===== config.mk =====
export PLATFORM = sky130hd
export DESIGN_NAME = arx_stream_cipher_keystream_top
export DESIGN_NICKNAME = d
export VERILOG_FILES = /design/src/rtl/arx_pkg.sv /design/src/rtl/arx_round.sv /design/src/rtl/arx_stream_cipher_keystream_top.sv
export VERILOG_INCLUDE_DIRS = /design/src /design/src/rtl
export SDC_FILE = /design/constraint.sdc
export NUM_CORES = 2
export LEC_CHECK = 0
export ABC_CLOCK_PERIOD_IN_PS = 14100
export BUFFER_PORTS_ARGS = -buffer_cell sky130_fd_sc_hd__buf_2
export CAP_MARGIN = 15
export CORE_ASPECT_RATIO = 0.8
export CORE_UTILIZATION = 35
export CTS_CLUSTER_SIZE = 30
export DETAILED_ROUTE_END_ITERATION = 10
export GPL_TIMING_DRIVEN = 0
export PLACE_DENSITY = 0.58
export SLEW_MARGIN = 10
export SYNTH_ARGS = -nofsm -noshare
export SYNTH_HDL_FRONTEND = slang
export SYNTH_SLANG_ARGS = --single-unit

===== constraint.sdc =====
create_clock -name clock -period 14.1 [get_ports clock]
set_input_delay 0.705 -clock clock [delete_from_list [all_inputs] [get_ports clock]]
set_output_delay 0.705 -clock clock [all_outputs]
set_load 0.01 [all_outputs]

===== src/rtl/arx_stream_cipher_keystream_top_macros.svh =====
// Assertion macros shared by the keystream block.
`ifndef ARX_STREAM_CIPHER_KEYSTREAM_TOP_MACROS_SVH
`define ARX_STREAM_CIPHER_KEYSTREAM_TOP_MACROS_SVH

// Consequent must hold in the same cycle as the antecedent.
`define ARX_ASSERT_NOW(lbl, ante, cons, msg) \
   lbl: assert property (@(posedge clock) disable iff (reset) (ante) |-> (cons)) \
      else $error(msg);

// Consequent must hold in the cycle after the antecedent.
`define ARX_ASSERT_NEXT(lbl, ante, cons, msg) \
   lbl: assert property (@(posedge clock) disable iff (reset) (ante) |=> (cons)) \
      else $error(msg);

`endif


===== src/rtl/arx_pkg.sv =====
// Types, constants and helper functions of the add-rotate-xor keystream block.
package arx_pkg;

   localparam int WORD_W     = 32;
   localparam int CFG_W      = 64;
   localparam int NUM_REGS   = 8;
   localparam int NUM_CFG    = 6;
   localparam int CSR_INDEX_W = 3;
   localparam int STEP_W     = 3;
   localparam int ROT_AMOUNT = 2;

   localparam logic CMD_INIT = 1'b0;
   localparam logic CMD_DATA = 1'b1;

   localparam logic [CSR_INDEX_W-1:0] CSR_KEY_PART0   = 3'd0;
   localparam logic [CSR_INDEX_W-1:0] CSR_KEY_PART1   = 3'd1;
   localparam logic [CSR_INDEX_W-1:0] CSR_KEY_PART2   = 3'd2;
   localparam logic [CSR_INDEX_W-1:0] CSR_KEY_PART3   = 3'd3;
   localparam logic [CSR_INDEX_W-1:0] CSR_NONCE_PART0 = 3'd4;
   localparam logic [CSR_INDEX_W-1:0] CSR_NONCE_PART1 = 3'd5;

   localparam logic [STEP_W-1:0] STEP_LAST = 3'd7;

   typedef logic [WORD_W-1:0] word_type;

   typedef enum logic [1:0] {
      ST_IDLE,
      ST_SUM,
      ST_MIX,
      ST_FOLD
   } state_type;

   // Operands of one mixing round.
   typedef struct packed {
      word_type cur_reg;
      word_type next_reg;
      word_type chain;
      word_type count;
   } round_in_type;

   typedef struct packed {
      word_type new_reg;
      word_type new_chain;
   } round_out_type;

   // Register position folded in at each fold step; step 0 loads register 0.
   function automatic logic [STEP_W-1:0] fold_index(input logic [STEP_W-1:0] step);
      logic [STEP_W-1:0] idx;
      case (step)
         3'd0:    idx = 3'd0;
         3'd1:    idx = 3'd6;
         3'd2:    idx = 3'd1;
         3'd3:    idx = 3'd5;
         3'd4:    idx = 3'd2;
         3'd5:    idx = 3'd4;
         3'd6:    idx = 3'd3;
         default: idx = 3'd7;
      endcase
      return idx;
   endfunction

endpackage


===== src/rtl/arx_round.sv =====
// One add-rotate-xor mixing round, shared by all eight rounds of a pass.
module arx_round (
   input  arx_pkg::round_in_type  round_in,
   output arx_pkg::round_out_type round_out
);

   arx_pkg::word_type sum_word;
   arx_pkg::word_type mixed_word;
   arx_pkg::word_type rot_word;

   always_comb begin
      sum_word   = round_in.cur_reg + round_in.next_reg + round_in.chain;
      mixed_word = sum_word ^ round_in.cur_reg;
      rot_word   = {mixed_word[arx_pkg::WORD_W-arx_pkg::ROT_AMOUNT-1:0],
                    mixed_word[arx_pkg::WORD_W-1:arx_pkg::WORD_W-arx_pkg::ROT_AMOUNT]};
      round_out.new_reg   = rot_word;
      round_out.new_chain = round_in.chain + rot_word + round_in.count;
   end

endmodule


===== src/rtl/arx_stream_cipher_keystream_top.sv =====
// Top level of the add-rotate-xor keystream block: sequencer, state and ports.
//
//   channel | direction | handshake            | payload
//   --------+-----------+----------------------+------------------------------
//   req     | in        | req_valid/req_stall  | req_command, req_data_word
//   rsp     | out       | rsp_valid/rsp_stall  | rsp_cipher_word
//   csr     | in        | csr_write_en         | csr_index, csr_write_data
//
// A data beat runs 8 mixing rounds on the one shared round unit, then folds the
// registers serially through one adder/xor, the last fold step of which loads the
// result register. An init beat sums the loaded registers into the chain word,
// then runs 8 mixing rounds.
// Reset is synchronous and clears the sequencer, mixing, chain and counter state
// and the key and nonce registers, but not the data, fold and result words. A
// stalled result holds in its register; a data beat that finishes while the
// previous result is still stalled waits in its last fold step.
module arx_stream_cipher_keystream_top (
   input  logic                            clock,
   input  logic                            reset,
   input  logic                            req_valid,
   output logic                            req_stall,
   input  logic                            req_command,
   input  logic [arx_pkg::WORD_W-1:0]      req_data_word,
   output logic                            rsp_valid,
   input  logic                            rsp_stall,
   output logic [arx_pkg::WORD_W-1:0]      rsp_cipher_word,
   input  logic                            csr_write_en,
   input  logic [arx_pkg::CSR_INDEX_W-1:0] csr_index,
   input  logic [arx_pkg::CFG_W-1:0]       csr_write_data
);

   `include "arx_stream_cipher_keystream_top_macros.svh"

   // Key and nonce registers; they only take effect at the next init beat.
   logic [arx_pkg::CFG_W-1:0] cfg_ff [arx_pkg::NUM_CFG];

   // The mixing registers form a rotating line: during a pass, position 0
   // always holds the register being updated and position 1 its successor.
   // After eight rotations the line is back in its natural order.
   arx_pkg::word_type mix_ff [arx_pkg::NUM_REGS];
   arx_pkg::word_type mix_in [arx_pkg::NUM_REGS];

   arx_pkg::word_type chain_ff, chain_in;
   arx_pkg::word_type count_ff, count_in;

   arx_pkg::state_type state_ff, state_in;
   logic [arx_pkg::STEP_W-1:0] step_ff, step_in;
   logic init_ff, init_in;
   arx_pkg::word_type data_ff, data_in;
   arx_pkg::word_type fold_ff, fold_in;
   logic rsp_valid_ff, rsp_valid_in;
   arx_pkg::word_type rsp_word_ff, rsp_word_in;

   arx_pkg::round_in_type  round_in;
   arx_pkg::round_out_type round_out;

   arx_pkg::word_type fold_operand;
   logic req_fire;
   logic rsp_fire;

   assign req_stall       = (state_ff != arx_pkg::ST_IDLE);
   assign req_fire        = req_valid && !req_stall;
   assign rsp_valid       = rsp_valid_ff;
   assign rsp_cipher_word = rsp_word_ff;
   assign rsp_fire        = rsp_valid_ff && !rsp_stall;

   // Configuration writes; indexes past the list fall through every compare.
   always_ff @(posedge clock) begin
      if (reset) begin
         for (int k = 0; k < arx_pkg::NUM_CFG; k++) begin
            cfg_ff[k] <= '0;
         end
      end else if (csr_write_en) begin
         for (int k = 0; k < arx_pkg::NUM_CFG; k++) begin
            if (csr_index == arx_pkg::CSR_INDEX_W'(k)) begin
               cfg_ff[k] <= csr_write_data;
            end
         end
      end
   end

   assign round_in.cur_reg  = mix_ff[0];
   assign round_in.next_reg = mix_ff[1];
   assign round_in.chain    = chain_ff;
   assign round_in.count    = count_ff;

   arx_round u_round (
      .round_in  (round_in),
      .round_out (round_out)
   );

   assign fold_operand = mix_ff[arx_pkg::fold_index(step_ff)];

   always_comb begin
      state_in     = state_ff;
      step_in      = step_ff;
      init_in      = init_ff;
      data_in      = data_ff;
      fold_in      = fold_ff;
      chain_in     = chain_ff;
      count_in     = count_ff;
      rsp_word_in  = rsp_word_ff;
      rsp_valid_in = rsp_valid_ff && !rsp_fire;
      for (int k = 0; k < arx_pkg::NUM_REGS; k++) begin
         mix_in[k] = mix_ff[k];
      end

      case (state_ff)
         arx_pkg::ST_IDLE: begin
            if (req_fire) begin
               init_in = (req_command == arx_pkg::CMD_INIT);
               data_in = req_data_word;
               step_in = '0;
               if (req_command == arx_pkg::CMD_INIT) begin
                  // Key words are big-endian: the upper half loads the even register.
                  mix_in[0] = cfg_ff[arx_pkg::CSR_KEY_PART0][63:32];
                  mix_in[1] = cfg_ff[arx_pkg::CSR_KEY_PART0][31:0];
                  mix_in[2] = cfg_ff[arx_pkg::CSR_KEY_PART1][63:32];
                  mix_in[3] = cfg_ff[arx_pkg::CSR_KEY_PART1][31:0];
                  mix_in[4] = cfg_ff[arx_pkg::CSR_KEY_PART2][63:32]
                            ^ cfg_ff[arx_pkg::CSR_NONCE_PART0][63:32];
                  mix_in[5] = cfg_ff[arx_pkg::CSR_KEY_PART2][31:0]
                            ^ cfg_ff[arx_pkg::CSR_NONCE_PART0][31:0];
                  mix_in[6] = cfg_ff[arx_pkg::CSR_KEY_PART3][63:32]
                            ^ cfg_ff[arx_pkg::CSR_NONCE_PART1][63:32];
                  mix_in[7] = cfg_ff[arx_pkg::CSR_KEY_PART3][31:0]
                            ^ cfg_ff[arx_pkg::CSR_NONCE_PART1][31:0];
                  chain_in  = '0;
                  count_in  = '0;
                  state_in  = arx_pkg::ST_SUM;
               end else begin
                  state_in = arx_pkg::ST_MIX;
               end
            end
         end

         arx_pkg::ST_SUM: begin
            // Accumulate the chain word one register per cycle while rotating.
            chain_in = chain_ff + mix_ff[0];
            for (int k = 0; k < arx_pkg::NUM_REGS - 1; k++) begin
               mix_in[k] = mix_ff[k+1];
            end
            mix_in[arx_pkg::NUM_REGS-1] = mix_ff[0];
            step_in = step_ff + 1'b1;
            if (step_ff == arx_pkg::STEP_LAST) begin
               state_in = arx_pkg::ST_MIX;
            end
         end

         arx_pkg::ST_MIX: begin
            for (int k = 0; k < arx_pkg::NUM_REGS - 1; k++) begin
               mix_in[k] = mix_ff[k+1];
            end
            mix_in[arx_pkg::NUM_REGS-1] = round_out.new_reg;
            chain_in = round_out.new_chain;
            count_in = count_ff + 1'b1;
            step_in  = step_ff + 1'b1;
            if (step_ff == arx_pkg::STEP_LAST) begin
               state_in = init_ff ? arx_pkg::ST_IDLE : arx_pkg::ST_FOLD;
            end
         end

         arx_pkg::ST_FOLD: begin
            // Odd steps add, even steps xor; step 0 just loads register 0.
            if (step_ff == '0) begin
               fold_in = fold_operand;
               step_in = step_ff + 1'b1;
            end else if (step_ff == arx_pkg::STEP_LAST) begin
               if (!rsp_valid_ff || rsp_fire) begin
                  rsp_word_in  = (fold_ff + fold_operand) ^ data_ff;
                  rsp_valid_in = 1'b1;
                  step_in      = '0;
                  state_in     = arx_pkg::ST_IDLE;
               end
            end else begin
               fold_in = step_ff[0] ? (fold_ff + fold_operand) : (fold_ff ^ fold_operand);
               step_in = step_ff + 1'b1;
            end
         end

         default: begin
            state_in = arx_pkg::ST_IDLE;
         end
      endcase
   end

   always_ff @(posedge clock) begin
      if (reset) begin
         state_ff     <= arx_pkg::ST_IDLE;
         step_ff      <= '0;
         init_ff      <= 1'b0;
         rsp_valid_ff <= 1'b0;
         chain_ff     <= '0;
         count_ff     <= '0;
         for (int k = 0; k < arx_pkg::NUM_REGS; k++) begin
            mix_ff[k] <= '0;
         end
      end else begin
         state_ff     <= state_in;
         step_ff      <= step_in;
         init_ff      <= init_in;
         rsp_valid_ff <= rsp_valid_in;
         chain_ff     <= chain_in;
         count_ff     <= count_in;
         for (int k = 0; k < arx_pkg::NUM_REGS; k++) begin
            mix_ff[k] <= mix_in[k];
         end
      end
   end

   always_ff @(posedge clock) begin
      data_ff     <= data_in;
      fold_ff     <= fold_in;
      rsp_word_ff <= rsp_word_in;
   end

   // An init beat clears the chain word and counter and starts the summing phase.
   `ARX_ASSERT_NEXT(a_init_start, req_fire && (req_command == arx_pkg::CMD_INIT),
      (state_ff == arx_pkg::ST_SUM) && (chain_ff == '0) && (count_ff == '0),
      "init beat did not start the summing phase")

   // Every pass advances the counter by eight, so it is aligned whenever idle.
   `ARX_ASSERT_NOW(a_count_aligned, state_ff == arx_pkg::ST_IDLE,
      count_ff[arx_pkg::STEP_W-1:0] == '0,
      "step counter misaligned after a mixing pass")

   // A finished data pass always moves on to folding.
   `ARX_ASSERT_NEXT(a_mix_to_fold,
      (state_ff == arx_pkg::ST_MIX) && (step_ff == arx_pkg::STEP_LAST) && !init_ff,
      state_ff == arx_pkg::ST_FOLD,
      "data pass did not enter the fold phase")

   // A result only appears out of the last fold step.
   `ARX_ASSERT_NOW(a_rsp_from_fold, $rose(rsp_valid_ff),
      $past((state_ff == arx_pkg::ST_FOLD) && (step_ff == arx_pkg::STEP_LAST)),
      "result raised outside the last fold step")

endmodule

==> results.ini <==
[yosys]
yosysSeqAreaShare=0.485
synth_area_leaders=edfxtp_1, dfxtp_1, and2_1, nand2_1, ha_1
ys_types=75
synth_edf_count=480
synthesis.nets=4691
synthFlopType=edfxtp_1
yosysTopAreaCellShare=0.333
synthCells=4388
yosys_register_bits=807
syn_area_per_cell_sq_um=9.86
syn_area_sq_mm=0.0433
async_flop_share=0
yosys_warnings=0
synth_largest_area_cell=edfxtp_1

[clock_network]
clkTransAtPathRegs_ns=0.06
cts_tree=built
cts_max_level=3
clock_path_buffers=3
cts_sinks=807
cts_hold_buffers=0
insertion_delay_ns=0.73
cts_inserted_buffers=87
post_cts_resized=0
post_cts_buffers=0
clockRootBuffer=clkbuf_16

[timing]
clock.fmax_ghz=0.115
rsz0062_at_grt=no
worst_pin_slew_ns=1.35
setup_tns_ns=0
setup_viol=0
final_hold_viol_count=0
finalCriticalPeriod_ns=8.71
finClkSkew_ns=0.0440
min_period_over_period=0.618
drv_slew=0
relSlewSlack=0.0934

[floorplanning]
rows=114
die_h_microns=316
start_util=0.355
core_area_sq_mm=0.122
ioPinCount=139
die_w_microns=395
die-area_sq_mm=0.125

[critical_path]
cp-start-kind=flip-flop
cp.required_ns=14.54
cp-end-kind=flip-flop
reg2reg_depth=25
crit_fanout=11
crit_arrival_ns=9.15
path_class=reg -> reg

[route]
first_pass_iters=6
wl_mm=177
drc=0
met1_length_mm=74.5
met3_length_mm=23.1
dr.first_iter.drc_count=5016
vias=36600
met2WireLength_mm=71.3
viasPerCell=5.77
ant_nets=0
top_layer=met5
wire_per_inst_microns=27.8

[layout]
syn2layout_area_growth_pct=14.1
layout.nets=4948
final_common_cell=edfxtp_1
fin_util=0.406
mostFrequentLayoutCells=edfxtp_1, nand2_1, and2_1, nor2_1, dfxtp_1
drive_above_1_share=0.0693

[place]
dp_hpwl_mm=135
place_congestion=1.07
numPortBuffers=137

[min_path]
whs_path_depth=1
hold_class=in -> reg

[status]
status=finished clean

[pwr]
power.leakage_nw=18.8
vdd_ir_drop_max_mv=0.129
p_per_area_mw_per_mm2=243

[global_routing]
grt_remaining_overflow=0
grt_pass1_wl_mm=248
grt_usage=0.276
grt_pass1_vias=33600
grt_antenna_before_repair=12
grt_max_degree=47

[flow_run]
cap_viol_max_count=0

[final cells by class]
class / instances / area, sq um
antenna: 6 / 15.0
clock inverter: 44 / 428
tap: 1624 / 2030
clock buffer: 120 / 2390
inverter: 124 / 465
timing repair buffer: 168 / 1130
buffer: 285 / 1080
fill: 12000 / 72300
multi-input combinational: 3172 / 20900
sequential: 807 / 21000
[final timing paths]
| kind | from | endpoint | slack, ns |
|---|---|---|---|
| min reg2reg | mix_ff[7][2] | mix_ff[7][2] | 0.49 |
| max | step_ff[0] | fold_ff[30] | 5.39 |
| max reg2reg | step_ff[0] | fold_ff[30] | 5.39 |
| min | req_data_word[7] | data_ff[7] | 0.19 |
[where the power goes]
part | internal (mW) | switching [mW]
Sequential | 3.02 | 0.661
Clock | 1.28 | 1.04
Combinational | 1.87 | 4.13
[per-stage QoR]
stage / instance area, sq um / power (mW) / instances / hold WS (ns) / setup WS, ns
2_1_floorplan: 43300 / 7.02 / 4388 / 0.440 / 7.81
6_report: 49400 / 12.0 / 6350 / 0.191 / 5.39
3_5_place_dp: 46500 / 9.36 / 6175 / 0.467 / 5.70
3_3_place_gp: 46000 / 9.29 / 6149 / 0.464 / 3.44
4_1_cts: 49300 / 11.7 / 6339 / 0.152 / 5.60
5_1_grt: 49400 / 12.5 / 6345 / 0.171 / 5.04
[cell families (layout without fill, tap and decap cells)]
| group | count (synthesis) | in the layout | synth area share |
|---|---|---|---|
| compound gates | 907 | 907 | 0.148 |
| mux | 9 | 9 | 0.00211 |
| fa+ha+maj | 198 | 198 | 0.0686 |
| flops | 807 | 807 | 0.485 |
| buf+inv | 409 | 741 | 0.0357 |
| other cells | 0 | 6 | 0 |
| xor+xnor | 354 | 354 | 0.0717 |
| simple gates | 1704 | 1704 | 0.189 |
[cell usage after synthesis (7+ instances only)]
cell type	n
and3_1	30
edfxtp_1	480
nand4_1	16
or3_1	11
nand2b_1	14
a221o_1	10
a221oi_1	138
nor2_1	365
a211oi_1	112
o211ai_1	38
o21bai_1	12
nor2b_1	19
nor3_1	156
fa_1	65
o21a_1	12
a31o_2	8
xor2_1	181
a21boi_0	12
inv_1	124
xnor2_1	173
o31ai_1	11
a311oi_1	7
clkbuf_1	260
dfxtp_1	327
a21o_1	70
o21ai_0	140
nand2_1	469
a211o_1	9
a21oi_1	149
buf_1	23
a22oi_1	117
and2_1	392
ha_1	133
mux2i_1	8
nand3_1	195
a31oi_1	9
[registers in the layout, summed over array words and instances, names as in the netlist, 3 cells and up]
| signal | flops |
|---|---|
| cfg_ff | 384 |
| count_ff | 32 |
| rsp_cipher_word | 32 |
| data_ff | 32 |
| mix_ff | 256 |
| step_ff | 3 |
| chain_ff | 32 |
| fold_ff | 32 |
[critical path, stage by stage, from the launching register on]
cell	delay, ns
dfxtp_1	0.37
clkbuf_1	0.38
inv_1	0.23
buf_1	0.36
ha_1	0.40
nor2_1	0.18
or3_1	0.25
clkbuf_1	0.41
clkbuf_1	0.52
clkbuf_1	0.84
nand2_1	0.12
nand3_1	0.12
nand2_1	0.13
o21ai_0	0.97
ha_1	0.42
buf_6	0.14
a21o_1	0.17
a21oi_1	0.22
a21oi_1	0.13
o22a_1	0.31
a221o_1	0.44
a2111o_1	0.47
a31o_4	0.28
a311oi_4	0.36
or4_1	0.16
nand3_1	0.07
[layer usage]
| metal | vias to the layer above | global-route usage |
|---|---|---|
| met5 | - | 0 |
| met4 | 4 | 0.105 |
| met3 | 386 | 0.105 |
| met2 | 2115 | 0.391 |
| met1 | 17900 | 0.380 |
| li1 | 16200 | - |
(Power assumes the default switching activity.)
